### config.mk
export PLATFORM = sky130hd
export DESIGN_NAME = http_date_to_epoch_parser
export DESIGN_NICKNAME = d
export VERILOG_FILES = /design/src/hdep_pkg.sv /design/src/hdep_front.sv /design/src/hdep_queue.sv /design/src/hdep_back.sv /design/src/http_date_to_epoch_parser.sv
export SDC_FILE = /design/constraint.sdc
export NUM_CORES = 2
export LEC_CHECK = 0
export ABC_AREA = 1
export ABC_CLOCK_PERIOD_IN_PS = 16550
export BUFFER_PORTS_ARGS = -buffer_cell sky130_fd_sc_hd__buf_4
export CORE_AREA = 2 2 337 339
export CTS_CLUSTER_SIZE = 16
export DETAILED_ROUTE_END_ITERATION = 10
export DIE_AREA = 0 0 339 341
export GPL_ROUTABILITY_DRIVEN = 0
export PLACE_DENSITY = 0.67
export SYNTH_ARGS = -nofsm -noshare
export SYNTH_HDL_FRONTEND = slang
export SYNTH_SLANG_ARGS = --single-unit
### constraint.sdc
create_clock -name clock -period 16.55 [get_ports clock]
set_input_delay 0.8275 -clock clock [delete_from_list [all_inputs] [get_ports clock]]
set_output_delay 0.8275 -clock clock [all_outputs]
set_load 0.02 [all_outputs]
### src/hdep_pkg.sv
`default_nettype none

package hdep_pkg;

   // Queue between the parser and the arithmetic pipeline.
   localparam int JOBQ_DEPTH = 4;
   localparam int JOBQ_AW    = 2;
   localparam int JOBQ_CW    = 3;

   // Result queue in front of the response port.
   localparam int OUTQ_DEPTH = 8;
   localparam int OUTQ_AW    = 3;
   localparam int OUTQ_CW    = 4;

   localparam logic [1:0] ST_OK        = 2'd0;
   localparam logic [1:0] ST_DAY_LONG  = 2'd1;
   localparam logic [1:0] ST_YEAR_LONG = 2'd2;

   localparam int MONTH_COUNT = 12;
   localparam logic [3:0] MON_JAN = 4'd0;
   localparam logic [3:0] MON_MAR = 4'd2;

   // Three month letters packed with the first letter in the low byte.
   localparam logic [23:0] MONTH_CODES [MONTH_COUNT] = '{
      24'h6E614A, 24'h626546, 24'h72614D, 24'h727041,
      24'h79614D, 24'h6E754A, 24'h6C754A, 24'h677541,
      24'h706553, 24'h74634F, 24'h766F4E, 24'h636544
   };

   typedef struct packed {
      logic [1:0]  status;
      logic [13:0] year;
      logic [3:0]  month;
      logic [6:0]  day;
      logic [6:0]  hour;
      logic [6:0]  minute;
      logic [6:0]  second;
   } job_type;

   typedef struct packed {
      logic full;
      logic empty;
   } jobq_status_type;

   function automatic logic [3:0] month_index(input logic [23:0] letters);
      logic [3:0] idx;
      idx = MON_JAN;
      for (int i = 0; i < MONTH_COUNT; i++) begin
         if (MONTH_CODES[i] == letters) begin
            idx = 4'(i);
         end
      end
      return idx;
   endfunction

   // Day of a March-based year on which each month starts, by month index.
   function automatic logic [8:0] month_start_doy(input logic [3:0] month);
      logic [8:0] doy;
      case (month)
         4'd0:    doy = 9'd306;
         4'd1:    doy = 9'd337;
         4'd2:    doy = 9'd0;
         4'd3:    doy = 9'd31;
         4'd4:    doy = 9'd61;
         4'd5:    doy = 9'd92;
         4'd6:    doy = 9'd122;
         4'd7:    doy = 9'd153;
         4'd8:    doy = 9'd184;
         4'd9:    doy = 9'd214;
         4'd10:   doy = 9'd245;
         4'd11:   doy = 9'd275;
         default: doy = 9'd0;
      endcase
      return doy;
   endfunction

endpackage

`default_nettype wire

### src/hdep_front.sv
`default_nettype none

module hdep_front import hdep_pkg::*; (
   input  wire logic        clock,
   input  wire logic        reset,
   input  wire logic [7:0]  req_text_byte,
   input  wire logic        req_first,
   input  wire logic        req_push,
   output logic             req_full,
   input  wire logic        jobq_full,
   output logic             job_push,
   output job_type          job
);

   localparam logic [4:0] PH_IDLE = 5'd0;
   localparam logic [4:0] PH_SKIP = 5'd1;
   localparam logic [4:0] PH_DAY  = 5'd2;
   localparam logic [4:0] PH_MON  = 5'd3;
   localparam logic [4:0] PH_YEAR = 5'd4;
   localparam logic [4:0] PH_H0   = 5'd5;
   localparam logic [4:0] PH_H1   = 5'd6;
   localparam logic [4:0] PH_C1   = 5'd7;
   localparam logic [4:0] PH_M0   = 5'd8;
   localparam logic [4:0] PH_M1   = 5'd9;
   localparam logic [4:0] PH_C2   = 5'd10;
   localparam logic [4:0] PH_S0   = 5'd11;
   localparam logic [4:0] PH_S1   = 5'd12;

   localparam logic [7:0] CH_SPACE = 8'h20;
   localparam logic [7:0] CH_ZERO  = 8'h30;
   localparam logic [7:0] CH_NINE  = 8'h39;

   localparam logic [2:0] SKIP_LAST     = 3'd5;
   localparam logic [2:0] DAY_MAX_LEN   = 3'd2;
   localparam logic [2:0] YEAR_MAX_LEN  = 3'd4;
   localparam logic [2:0] MONTH_LEN     = 3'd3;
   localparam logic [2:0] MONTH_LEN_SAT = 3'd4;

   logic [4:0]  phase_ff, phase_in;
   logic [2:0]  skip_count_ff, skip_count_in;
   logic [2:0]  digit_count_ff, digit_count_in;
   logic        digits_done_ff, digits_done_in;
   logic [6:0]  day_ff, day_in;
   logic [23:0] letters_ff, letters_in;
   logic [2:0]  month_len_ff, month_len_in;
   logic [13:0] year_ff, year_in;
   logic [6:0]  hour_ff, hour_in;
   logic [6:0]  minute_ff, minute_in;
   logic [6:0]  second_ff, second_in;

   logic        accept;
   logic        is_space;
   logic [14:0] dig_day, dig_year, dig_hour, dig_minute, dig_second;

   // Returns {digits_done, value}: the value grows by one decimal digit until
   // the first non-digit, after which it is frozen.
   function automatic logic [14:0] take_digit(input logic [13:0] value,
                                              input logic [7:0]  ch,
                                              input logic        done);
      logic [7:0] digit;
      digit = ch - CH_ZERO;
      if (!done && (ch inside {[CH_ZERO:CH_NINE]})) begin
         return {1'b0, (value << 3) + (value << 1) + {10'b0, digit[3:0]}};
      end
      return {1'b1, value};
   endfunction

   assign accept   = req_push && !req_full;
   assign req_full = jobq_full;
   assign is_space = (req_text_byte == CH_SPACE);

   assign dig_day    = take_digit({7'b0, day_ff}, req_text_byte, digits_done_ff);
   assign dig_year   = take_digit(year_ff, req_text_byte, digits_done_ff);
   assign dig_hour   = take_digit({7'b0, hour_ff}, req_text_byte, digits_done_ff);
   assign dig_minute = take_digit({7'b0, minute_ff}, req_text_byte, digits_done_ff);
   assign dig_second = take_digit({7'b0, second_ff}, req_text_byte, digits_done_ff);

   always_comb begin
      phase_in       = phase_ff;
      skip_count_in  = skip_count_ff;
      digit_count_in = digit_count_ff;
      digits_done_in = digits_done_ff;
      day_in         = day_ff;
      letters_in     = letters_ff;
      month_len_in   = month_len_ff;
      year_in        = year_ff;
      hour_in        = hour_ff;
      minute_in      = minute_ff;
      second_in      = second_ff;
      job_push       = 1'b0;
      job            = '0;
      job.status     = ST_OK;

      if (accept) begin
         if (req_first) begin
            phase_in       = PH_SKIP;
            skip_count_in  = 3'd1;
            digit_count_in = '0;
            digits_done_in = 1'b0;
            day_in         = '0;
            letters_in     = '0;
            month_len_in   = '0;
            year_in        = '0;
            hour_in        = '0;
            minute_in      = '0;
            second_in      = '0;
         end else begin
            case (phase_ff)
               PH_SKIP: begin
                  skip_count_in = skip_count_ff + 3'd1;
                  if (skip_count_in >= SKIP_LAST) begin
                     phase_in = PH_DAY;
                  end
               end
               PH_DAY: begin
                  if (is_space) begin
                     phase_in       = PH_MON;
                     digit_count_in = '0;
                     digits_done_in = 1'b0;
                  end else if (digit_count_ff >= DAY_MAX_LEN) begin
                     job_push   = 1'b1;
                     job.status = ST_DAY_LONG;
                     phase_in   = PH_IDLE;
                  end else begin
                     day_in         = dig_day[6:0];
                     digits_done_in = dig_day[14];
                     digit_count_in = digit_count_ff + 3'd1;
                  end
               end
               PH_MON: begin
                  if (is_space) begin
                     phase_in       = PH_YEAR;
                     digit_count_in = '0;
                     digits_done_in = 1'b0;
                  end else begin
                     case (month_len_ff)
                        3'd0:    letters_in[7:0]   = letters_ff[7:0] | req_text_byte;
                        3'd1:    letters_in[15:8]  = letters_ff[15:8] | req_text_byte;
                        3'd2:    letters_in[23:16] = letters_ff[23:16] | req_text_byte;
                        default: letters_in = letters_ff;
                     endcase
                     if (month_len_ff < MONTH_LEN_SAT) begin
                        month_len_in = month_len_ff + 3'd1;
                     end
                  end
               end
               PH_YEAR: begin
                  if (is_space) begin
                     phase_in       = PH_H0;
                     digit_count_in = '0;
                     digits_done_in = 1'b0;
                  end else if (digit_count_ff >= YEAR_MAX_LEN) begin
                     job_push   = 1'b1;
                     job.status = ST_YEAR_LONG;
                     phase_in   = PH_IDLE;
                  end else begin
                     year_in        = dig_year[13:0];
                     digits_done_in = dig_year[14];
                     digit_count_in = digit_count_ff + 3'd1;
                  end
               end
               PH_H0, PH_H1: begin
                  hour_in        = dig_hour[6:0];
                  digits_done_in = dig_hour[14];
                  phase_in       = (phase_ff == PH_H0) ? PH_H1 : PH_C1;
               end
               PH_C1, PH_C2: begin
                  digit_count_in = '0;
                  digits_done_in = 1'b0;
                  phase_in       = (phase_ff == PH_C1) ? PH_M0 : PH_S0;
               end
               PH_M0, PH_M1: begin
                  minute_in      = dig_minute[6:0];
                  digits_done_in = dig_minute[14];
                  phase_in       = (phase_ff == PH_M0) ? PH_M1 : PH_C2;
               end
               PH_S0: begin
                  second_in      = dig_second[6:0];
                  digits_done_in = dig_second[14];
                  phase_in       = PH_S1;
               end
               PH_S1: begin
                  second_in      = dig_second[6:0];
                  digits_done_in = dig_second[14];
                  phase_in       = PH_IDLE;
                  job_push       = 1'b1;
                  job.status     = ST_OK;
                  job.year       = year_ff;
                  job.month      = (month_len_ff == MONTH_LEN) ?
                                   month_index(letters_ff) : MON_JAN;
                  job.day        = day_ff;
                  job.hour       = hour_ff;
                  job.minute     = minute_ff;
                  job.second     = dig_second[6:0];
               end
               default: begin
                  phase_in = phase_ff;
               end
            endcase
         end
      end
   end

   always_ff @(posedge clock) begin
      if (reset) begin
         phase_ff       <= PH_IDLE;
         skip_count_ff  <= '0;
         digit_count_ff <= '0;
         digits_done_ff <= 1'b0;
         day_ff         <= '0;
         letters_ff     <= '0;
         month_len_ff   <= '0;
         year_ff        <= '0;
         hour_ff        <= '0;
         minute_ff      <= '0;
         second_ff      <= '0;
      end else begin
         phase_ff       <= phase_in;
         skip_count_ff  <= skip_count_in;
         digit_count_ff <= digit_count_in;
         digits_done_ff <= digits_done_in;
         day_ff         <= day_in;
         letters_ff     <= letters_in;
         month_len_ff   <= month_len_in;
         year_ff        <= year_in;
         hour_ff        <= hour_in;
         minute_ff      <= minute_in;
         second_ff      <= second_in;
      end
   end

   // Any emitted result, good or bad, ends the parse.
   a_job_ends_parse: assert property (@(posedge clock) disable iff (reset)
      job_push |=> (phase_ff == PH_IDLE))
      else $error("parser did not return to idle after emitting a job");

endmodule

`default_nettype wire

### src/hdep_queue.sv
`default_nettype none

module hdep_queue import hdep_pkg::*; (
   input  wire logic      clock,
   input  wire logic      reset,
   input  wire logic      push,
   input  wire job_type   push_job,
   input  wire logic      pop,
   output job_type        head_job,
   output jobq_status_type status
);

   job_type              entries_ff [JOBQ_DEPTH];
   logic [JOBQ_AW-1:0]   wr_ptr_ff, wr_ptr_in;
   logic [JOBQ_AW-1:0]   rd_ptr_ff, rd_ptr_in;
   logic [JOBQ_CW-1:0]   count_ff, count_in;

   assign status.full  = (count_ff == JOBQ_CW'(JOBQ_DEPTH));
   assign status.empty = (count_ff == '0);
   assign head_job     = entries_ff[rd_ptr_ff];

   always_comb begin
      wr_ptr_in = wr_ptr_ff + JOBQ_AW'(push);
      rd_ptr_in = rd_ptr_ff + JOBQ_AW'(pop);
      count_in  = count_ff + JOBQ_CW'(push) - JOBQ_CW'(pop);
   end

   always_ff @(posedge clock) begin
      if (push) begin
         entries_ff[wr_ptr_ff] <= push_job;
      end
   end

   always_ff @(posedge clock) begin
      if (reset) begin
         wr_ptr_ff <= '0;
         rd_ptr_ff <= '0;
         count_ff  <= '0;
      end else begin
         wr_ptr_ff <= wr_ptr_in;
         rd_ptr_ff <= rd_ptr_in;
         count_ff  <= count_in;
      end
   end

   a_no_overflow: assert property (@(posedge clock) disable iff (reset)
      push |-> !status.full)
      else $error("job queue written while full");

   a_no_underflow: assert property (@(posedge clock) disable iff (reset)
      pop |-> !status.empty)
      else $error("job queue read while empty");

endmodule

`default_nettype wire

### src/hdep_back.sv
`default_nettype none

module hdep_back import hdep_pkg::*; (
   input  wire logic               clock,
   input  wire logic               reset,
   input  wire job_type            head_job,
   input  wire jobq_status_type    jobq_status,
   output logic                    jobq_pop,
   input  wire logic signed [17:0] zone_offset,
   input  wire logic               rsp_pop,
   output logic                    rsp_empty,
   output logic [1:0]              rsp_status,
   output logic signed [39:0]      rsp_epoch_seconds
);

   // Shifting the year by 400 keeps it positive, so floor division is plain.
   localparam logic [13:0] YEAR_BIAS   = 14'd400;
   localparam logic [12:0] RECIP_100   = 13'd5243;
   localparam int          RECIP_SHIFT = 19;
   // 400 years of days plus the day number of 1970-01-01 plus one.
   localparam logic signed [22:0] DAY_BIAS = 23'sd865566;

   // Slot reservation: every issued job owns a result queue entry up front.
   logic [OUTQ_CW-1:0]  reserved_ff, reserved_in;
   logic                out_pop;

   // Stage 1
   logic                s1_valid_ff;
   logic [1:0]          s1_status_ff;
   logic [13:0]         s1_year_ff;
   logic [6:0]          s1_q100_ff;
   logic [8:0]          s1_doy_ff;
   logic [6:0]          s1_day_ff, s1_hour_ff, s1_minute_ff, s1_second_ff;
   logic [13:0]         s1_year_in;
   logic [26:0]         s1_recip_prod;

   // Stage 2
   logic                s2_valid_ff;
   logic [1:0]          s2_status_ff;
   logic signed [22:0]  s2_days_ff, s2_days_in;
   logic [18:0]         s2_hms_ff, s2_hms_in;
   logic [21:0]         s2_pos_days;

   // Stage 3
   logic                s3_valid_ff;
   logic [1:0]          s3_status_ff;
   logic signed [39:0]  s3_prod_ff, s3_prod_in;
   logic [18:0]         s3_hms_ff;

   // Result queue
   logic [1:0]          outq_status_ff [OUTQ_DEPTH];
   logic signed [39:0]  outq_epoch_ff [OUTQ_DEPTH];
   logic [OUTQ_AW-1:0]  outq_wr_ff, outq_rd_ff;
   logic [OUTQ_CW-1:0]  outq_count_ff, outq_count_in;
   logic signed [39:0]  total;

   assign jobq_pop    = !jobq_status.empty && (reserved_ff < OUTQ_CW'(OUTQ_DEPTH));
   assign out_pop     = rsp_pop && !rsp_empty;
   assign reserved_in = reserved_ff + OUTQ_CW'(jobq_pop) - OUTQ_CW'(out_pop);

   // Stage 1: biased year and its quotient by 100 via a reciprocal.
   always_comb begin
      s1_year_in    = head_job.year + YEAR_BIAS - {13'b0, (head_job.month < MON_MAR)};
      s1_recip_prod = {13'b0, s1_year_in} * {14'b0, RECIP_100};
   end

   // Stage 2: day count and seconds of the day.
   always_comb begin
      s2_pos_days = ({8'b0, s1_year_ff} * 22'd365) + {10'b0, s1_year_ff[13:2]}
                    + {17'b0, s1_q100_ff[6:2]} + {13'b0, s1_doy_ff}
                    + {15'b0, s1_day_ff} - {15'b0, s1_q100_ff};
      s2_days_in  = $signed({1'b0, s2_pos_days}) - DAY_BIAS;
      s2_hms_in   = ({12'b0, s1_hour_ff} * 19'd3600) + ({12'b0, s1_minute_ff} * 19'd60)
                    + {12'b0, s1_second_ff};
   end

   // Stage 3: days to seconds.
   assign s3_prod_in = $signed({{17{s2_days_ff[22]}}, s2_days_ff}) * 40'sd86400;

   // Final add, written straight into the result queue.
   always_comb begin
      total = s3_prod_ff + $signed({21'b0, s3_hms_ff})
              - $signed({{22{zone_offset[17]}}, zone_offset});
      if (s3_status_ff != ST_OK) begin
         total = '0;
      end
   end

   assign outq_count_in     = outq_count_ff + OUTQ_CW'(s3_valid_ff) - OUTQ_CW'(out_pop);
   assign rsp_empty         = (outq_count_ff == '0);
   assign rsp_status        = outq_status_ff[outq_rd_ff];
   assign rsp_epoch_seconds = outq_epoch_ff[outq_rd_ff];

   always_ff @(posedge clock) begin
      s1_status_ff <= head_job.status;
      s1_year_ff   <= s1_year_in;
      s1_q100_ff   <= s1_recip_prod[RECIP_SHIFT+6:RECIP_SHIFT];
      s1_doy_ff    <= month_start_doy(head_job.month);
      s1_day_ff    <= head_job.day;
      s1_hour_ff   <= head_job.hour;
      s1_minute_ff <= head_job.minute;
      s1_second_ff <= head_job.second;
      s2_status_ff <= s1_status_ff;
      s2_days_ff   <= s2_days_in;
      s2_hms_ff    <= s2_hms_in;
      s3_status_ff <= s2_status_ff;
      s3_prod_ff   <= s3_prod_in;
      s3_hms_ff    <= s2_hms_ff;
      if (s3_valid_ff) begin
         outq_status_ff[outq_wr_ff] <= s3_status_ff;
         outq_epoch_ff[outq_wr_ff]  <= total;
      end
   end

   always_ff @(posedge clock) begin
      if (reset) begin
         reserved_ff   <= '0;
         s1_valid_ff   <= 1'b0;
         s2_valid_ff   <= 1'b0;
         s3_valid_ff   <= 1'b0;
         outq_wr_ff    <= '0;
         outq_rd_ff    <= '0;
         outq_count_ff <= '0;
      end else begin
         reserved_ff   <= reserved_in;
         s1_valid_ff   <= jobq_pop;
         s2_valid_ff   <= s1_valid_ff;
         s3_valid_ff   <= s2_valid_ff;
         outq_wr_ff    <= outq_wr_ff + OUTQ_AW'(s3_valid_ff);
         outq_rd_ff    <= outq_rd_ff + OUTQ_AW'(out_pop);
         outq_count_ff <= outq_count_in;
      end
   end

   a_reserve_matches: assert property (@(posedge clock) disable iff (reset)
      reserved_ff == outq_count_ff
                     + OUTQ_CW'($countones({s1_valid_ff, s2_valid_ff, s3_valid_ff})))
      else $error("reserved slot count out of step with pipeline and queue");

   a_outq_bounded: assert property (@(posedge clock) disable iff (reset)
      reserved_ff <= OUTQ_CW'(OUTQ_DEPTH))
      else $error("result queue over-reserved");

endmodule

`default_nettype wire

### src/http_date_to_epoch_parser.sv
// HTTP date to Unix time converter. Date header text such as
// "Wed, 21 Oct 2015 07:28:00 GMT" enters one byte per transaction on the req_
// queue port, with req_first marking the first byte of each string. A byte is
// taken in every clock cycle in which req_full is low; req_full rises only
// when the four-entry job queue between the parser and the arithmetic pipeline
// is full, which happens only once the eight-entry result queue has been left
// unread. On the second seconds digit, or at once on a day field longer than
// two characters (status 1) or a year field longer than four (status 2), one
// result enters the result queue and waits on the rsp_ port until popped.
// The result is the proleptic Gregorian date and time, out-of-range fields
// carried over as a calendar would, minus the signed zone offset held in the
// single configuration register (reset zero, meaning UTC). The epoch value is
// zero when the status is not zero. The offset should be written only while no
// result is outstanding; csr_ready is always high.

`default_nettype none

module http_date_to_epoch_parser import hdep_pkg::*; (
   input  wire logic               clock,
   input  wire logic               reset,
   // Byte input
   input  wire logic [7:0]         req_text_byte,
   input  wire logic               req_first,
   input  wire logic               req_push,
   output logic                    req_full,
   // Results
   output logic [1:0]              rsp_status,
   output logic signed [39:0]      rsp_epoch_seconds,
   output logic                    rsp_empty,
   input  wire logic               rsp_pop,
   // Zone offset register
   input  wire logic               csr_valid,
   output logic                    csr_ready,
   input  wire logic signed [17:0] csr_zone_offset
);

   logic signed [17:0] zone_ff;
   logic               job_push;
   job_type            job;
   job_type            head_job;
   jobq_status_type    jobq_status;
   logic               jobq_pop;

   // The register is always writable; a write lands on the clock edge.
   assign csr_ready = 1'b1;

   always_ff @(posedge clock) begin
      if (reset) begin
         zone_ff <= '0;
      end else if (csr_valid && csr_ready) begin
         zone_ff <= csr_zone_offset;
      end
   end

   // The parser walks the string a byte at a time and, when a string ends or
   // fails, hands a job holding the decoded fields to the queue.
   hdep_front u_front (
      .clock         (clock),
      .reset         (reset),
      .req_text_byte (req_text_byte),
      .req_first     (req_first),
      .req_push      (req_push),
      .req_full      (req_full),
      .jobq_full     (jobq_status.full),
      .job_push      (job_push),
      .job           (job)
   );

   // The queue lets the parser keep taking bytes while the pipeline waits on
   // the result consumer.
   hdep_queue u_queue (
      .clock    (clock),
      .reset    (reset),
      .push     (job_push),
      .push_job (job),
      .pop      (jobq_pop),
      .head_job (head_job),
      .status   (jobq_status)
   );

   // The pipeline issues a job only when a result queue entry is free for it,
   // so it never has to stall part way through.
   hdep_back u_back (
      .clock             (clock),
      .reset             (reset),
      .head_job          (head_job),
      .jobq_status       (jobq_status),
      .jobq_pop          (jobq_pop),
      .zone_offset       (zone_ff),
      .rsp_pop           (rsp_pop),
      .rsp_empty         (rsp_empty),
      .rsp_status        (rsp_status),
      .rsp_epoch_seconds (rsp_epoch_seconds)
   );

endmodule

`default_nettype wire

==> qor.log <==
[run_status] result of the run completed
[die] Std-Cell Core Area 112000 um2
[global_routing] initial antenna violation count 2
[synthesis] Post-Syn Nets 6127
[timing] Setup Skew 0.0243 ns
[die] num rows 123
[drt] first-pass detailed-route iteration total 6
[global_routing] total global routing track utilization 0.188
[clock_network] total clock buffers created by CTS 86
[synthesis] distinct cell type count of the synthesized netlist 62
[timing] Max Fclk 0.120 GHz
[synthesis] Area contributors post-synth edfxtp_1, ha_1, dfxtp_1
[timing] final hold violation count 0
[clock_network] clk_lat worst skew 0.65 ns
[critical_path] Worst Path Buf+Inv 8
[synthesis] post-synthesis cell area 50100 um2
[synthesis] share of flip-flops with an asynchronous set or reset 0
[timing] Final Cycle Share 0.502
[flow_run] # Max-Cap Violations 0
[critical_path] kind of critical path flop to flop
[critical_path] endpoint arrival time on the critical path 8.83 ns
[cells_and_area] growth of design area from synthesis to finish 10.3%
[timing] time the final worst path needs with I/O delays and setup 8.30 ns
[die] Vert. Die Dim 341 um
[timing] worst slew pin tran 1.30 ns
[clock_network] root cell of the clock tree clkbuf_16
[synthesis] average size of a mapped cell 9.44 um2
[die] DIE AREA 116000 um2
[drt] vias post-DR 35400
[timing] unrepaired setup endpoints after global routing false
[synthesis] sequential fraction of the synthesis area 0.428
[synthesis] Gate Count Post-Synth 5308
[global_routing] residual overflow from global routing 0
[clock_network] number of clock sinks seen by CTS 808
[global_routing] wire length of the first global-routing pass 178000 um
[clock_network] H-Tree Level Count 3
[timing] final setup violation count 0
[critical_path] data required time of the worst path 17.08 ns
[place] minimum setup slack after placement 8.28 ns
[synthesis] count of state elements after synthesis 808
[timing] final worst-path setup slack 8.25 ns
[drt] wire length after detailed routing 109000 um
[timing] remaining max-slew budget at the tightest pin 0.126
[die] Horiz. Die Dim 339 um
[die] Top-Level Pins 77
[critical_path] sort of element at the start of the critical path flop
[critical_path] nature of the critical path endpoint flop
[synthesis] EDFF count, synth 528
[cells_and_area] share of layout cells above drive strength 1 0.0564
[cells_and_area] number of antenna repair diodes 0
[drt] drc violations 0
[critical_path] Top delay family on crit path adder cells
[cells_and_area] Core Util, Final 0.494
[clock_network] buffers inserted by post-CTS timing repair 0
[clock_network] Clock Pin Slew Worst Setup and Hold Paths 0.06 ns
[critical_path] Slowest cell on crit path dfxtp_2
[synthesis] most instantiated flip-flop cell in the synthesis netlist edfxtp_1
[critical_path] delay of the slowest critical-path stage 0.69 ns
[timing] worst hold slack across all endpoints 0.325 ns
[clock_network] Longest Clk Path Bufs 3
[drt] detail-routed via count per cell 5.10
[drt] post-detailed-route wirelength per cell 15.8 um
[global_routing] via count of the first global-routing pass 34700
[place] total of buffers placed on input and output ports 75
[drt] Post-DRT Antenna Nets 0
[timing] pins over their slew limit 0
[worst_hold_path] type of the tightest min-delay check flop to flop
[synthesis] biggest area consumer among synthesized cells edfxtp_1
[clock_network] Resize count post-CTS 0
[die] initial cell density of the core 0.448
[clock_network] hold buffer count at cts 0
[synthesis] most repeated cell in the gate-level netlist after synthesis inv_1
[drt] number of DRC violations after detailed-routing iteration 0 2156
[synthesis] list of most frequent post-synthesis cells inv_1, nor2_1, nand2_1
[timing] Final TNS setup 0 ns
[global_routing] pin count of the biggest net entering global routing 92
[cells_and_area] net total in the final layout 6189
[synthesis] warning count from the yosys run 0
[place] detailed placer's ending HPWL 78100 um
[clock_network] clock tree from TritonCTS built
[synthesis] area share of the leading cell type in the synthesized netlist 0.316
[critical_path] peak fanout along the critical path 43
## layout make-up
cell class | instances | area (um2)
Fill cell | 10200 | 56600
Tap cell | 1500 | 1880
Inverter | 906 | 3410
Sequential cell | 808 | 21500
Timing Repair Buffer | 101 | 758
Clock buffer | 122 | 2470
Clock inverter | 40 | 524
Multi-Input combinational cell | 3467 | 24800
## per-stage QoR
step | cells | cell area [um2]
floorplan | 5308 | 50100
global placement | 6782 | 52300
detailed placement | 6782 | 52300
CTS | 6944 | 55300
global route | 6944 | 55300
finish | 6944 | 55300
## sequential cells by signal (all words and copies together), names as in the netlist, 9 cells and up
register	cells
u_back.outq_epoch_ff	320
u_back.outq_status_ff	16
u_back.s1_doy_ff	9
u_back.s1_year_ff	14
u_back.s2_days_ff	23
u_back.s2_hms_ff	19
u_back.s3_hms_ff	19
u_back.s3_prod_ff	33
u_front.letters_ff	24
u_front.year_ff	14
u_queue.entries_ff	192
zone_ff	18
## per-layer routing
layer / wire length, um / vias up / share of wire / global-route usage
li1: - / 17700 / - / -
met1: 49000 / 16800 / 0.45 / 0.248
met2: 52200 / 808 / 0.48 / 0.325
met3: 5450 / 192 / 0.050 / 0.0247
met4: 2740 / 2 / 0.025 / 0.0538
met5: 10 / - / 0.000091 / 0
## cell usage in the layout (no fill, tap or decap), types with 8 or more instances in the layout
cell type,instances
inv_1,894
nor2_1,683
nand2_1,669
edfxtp_1,528
ha_1,525
o21ai_0,389
a21oi_1,285
dfxtp_1,277
fa_1,262
nand3_1,132
buf_4,101
clkbuf_16,89
xor2_1,78
o22ai_1,75
a31oi_1,67
nand4_1,49
xnor2_1,46
nor3_1,36
clkbuf_1,19
o21bai_1,18
a21o_1,18
a211oi_1,12
nor4_1,12
or2_2,12
clkbuf_8,12
inv_2,10
a21boi_0,10
inv_6,9
bufinv_16,9
a32oi_1,8
nor2_4,8
## path summary, 6_finish.rpt
| path | start | end | slack, ns | cells after the start |
|---|---|---|---|---|
| min | u_back.s2_hms_ff[9] | u_back.s3_hms_ff[9] | 0.33 | 0 |
| max reg2reg | u_queue.rd_ptr_ff[0] | u_back.s1_q100_ff[5] | 8.25 | 35 |
| min reg2reg | u_back.s2_hms_ff[9] | u_back.s3_hms_ff[9] | 0.33 | 0 |
| max | u_queue.rd_ptr_ff[0] | u_back.s1_q100_ff[5] | 8.25 | 35 |
## kinds of logic (layout without fill, tap and decap cells)
| kind of cell | after synthesis | count (layout) | synth area share |
|---|---|---|---|
| compound gates | 917 | 917 | 0.101 |
| xor+xnor | 128 | 128 | 0.0232 |
| fa+ha+maj | 787 | 787 | 0.236 |
| buf+inv | 1033 | 1169 | 0.0791 |
| flops | 808 | 808 | 0.428 |
| other cells | 1 | 1 | 0.0000748 |
| simple gates | 1634 | 1634 | 0.132 |
Power is left out: the tool's default activity adds up to more than one toggle a clock period on the data nets, which glitch-free logic cannot reach.
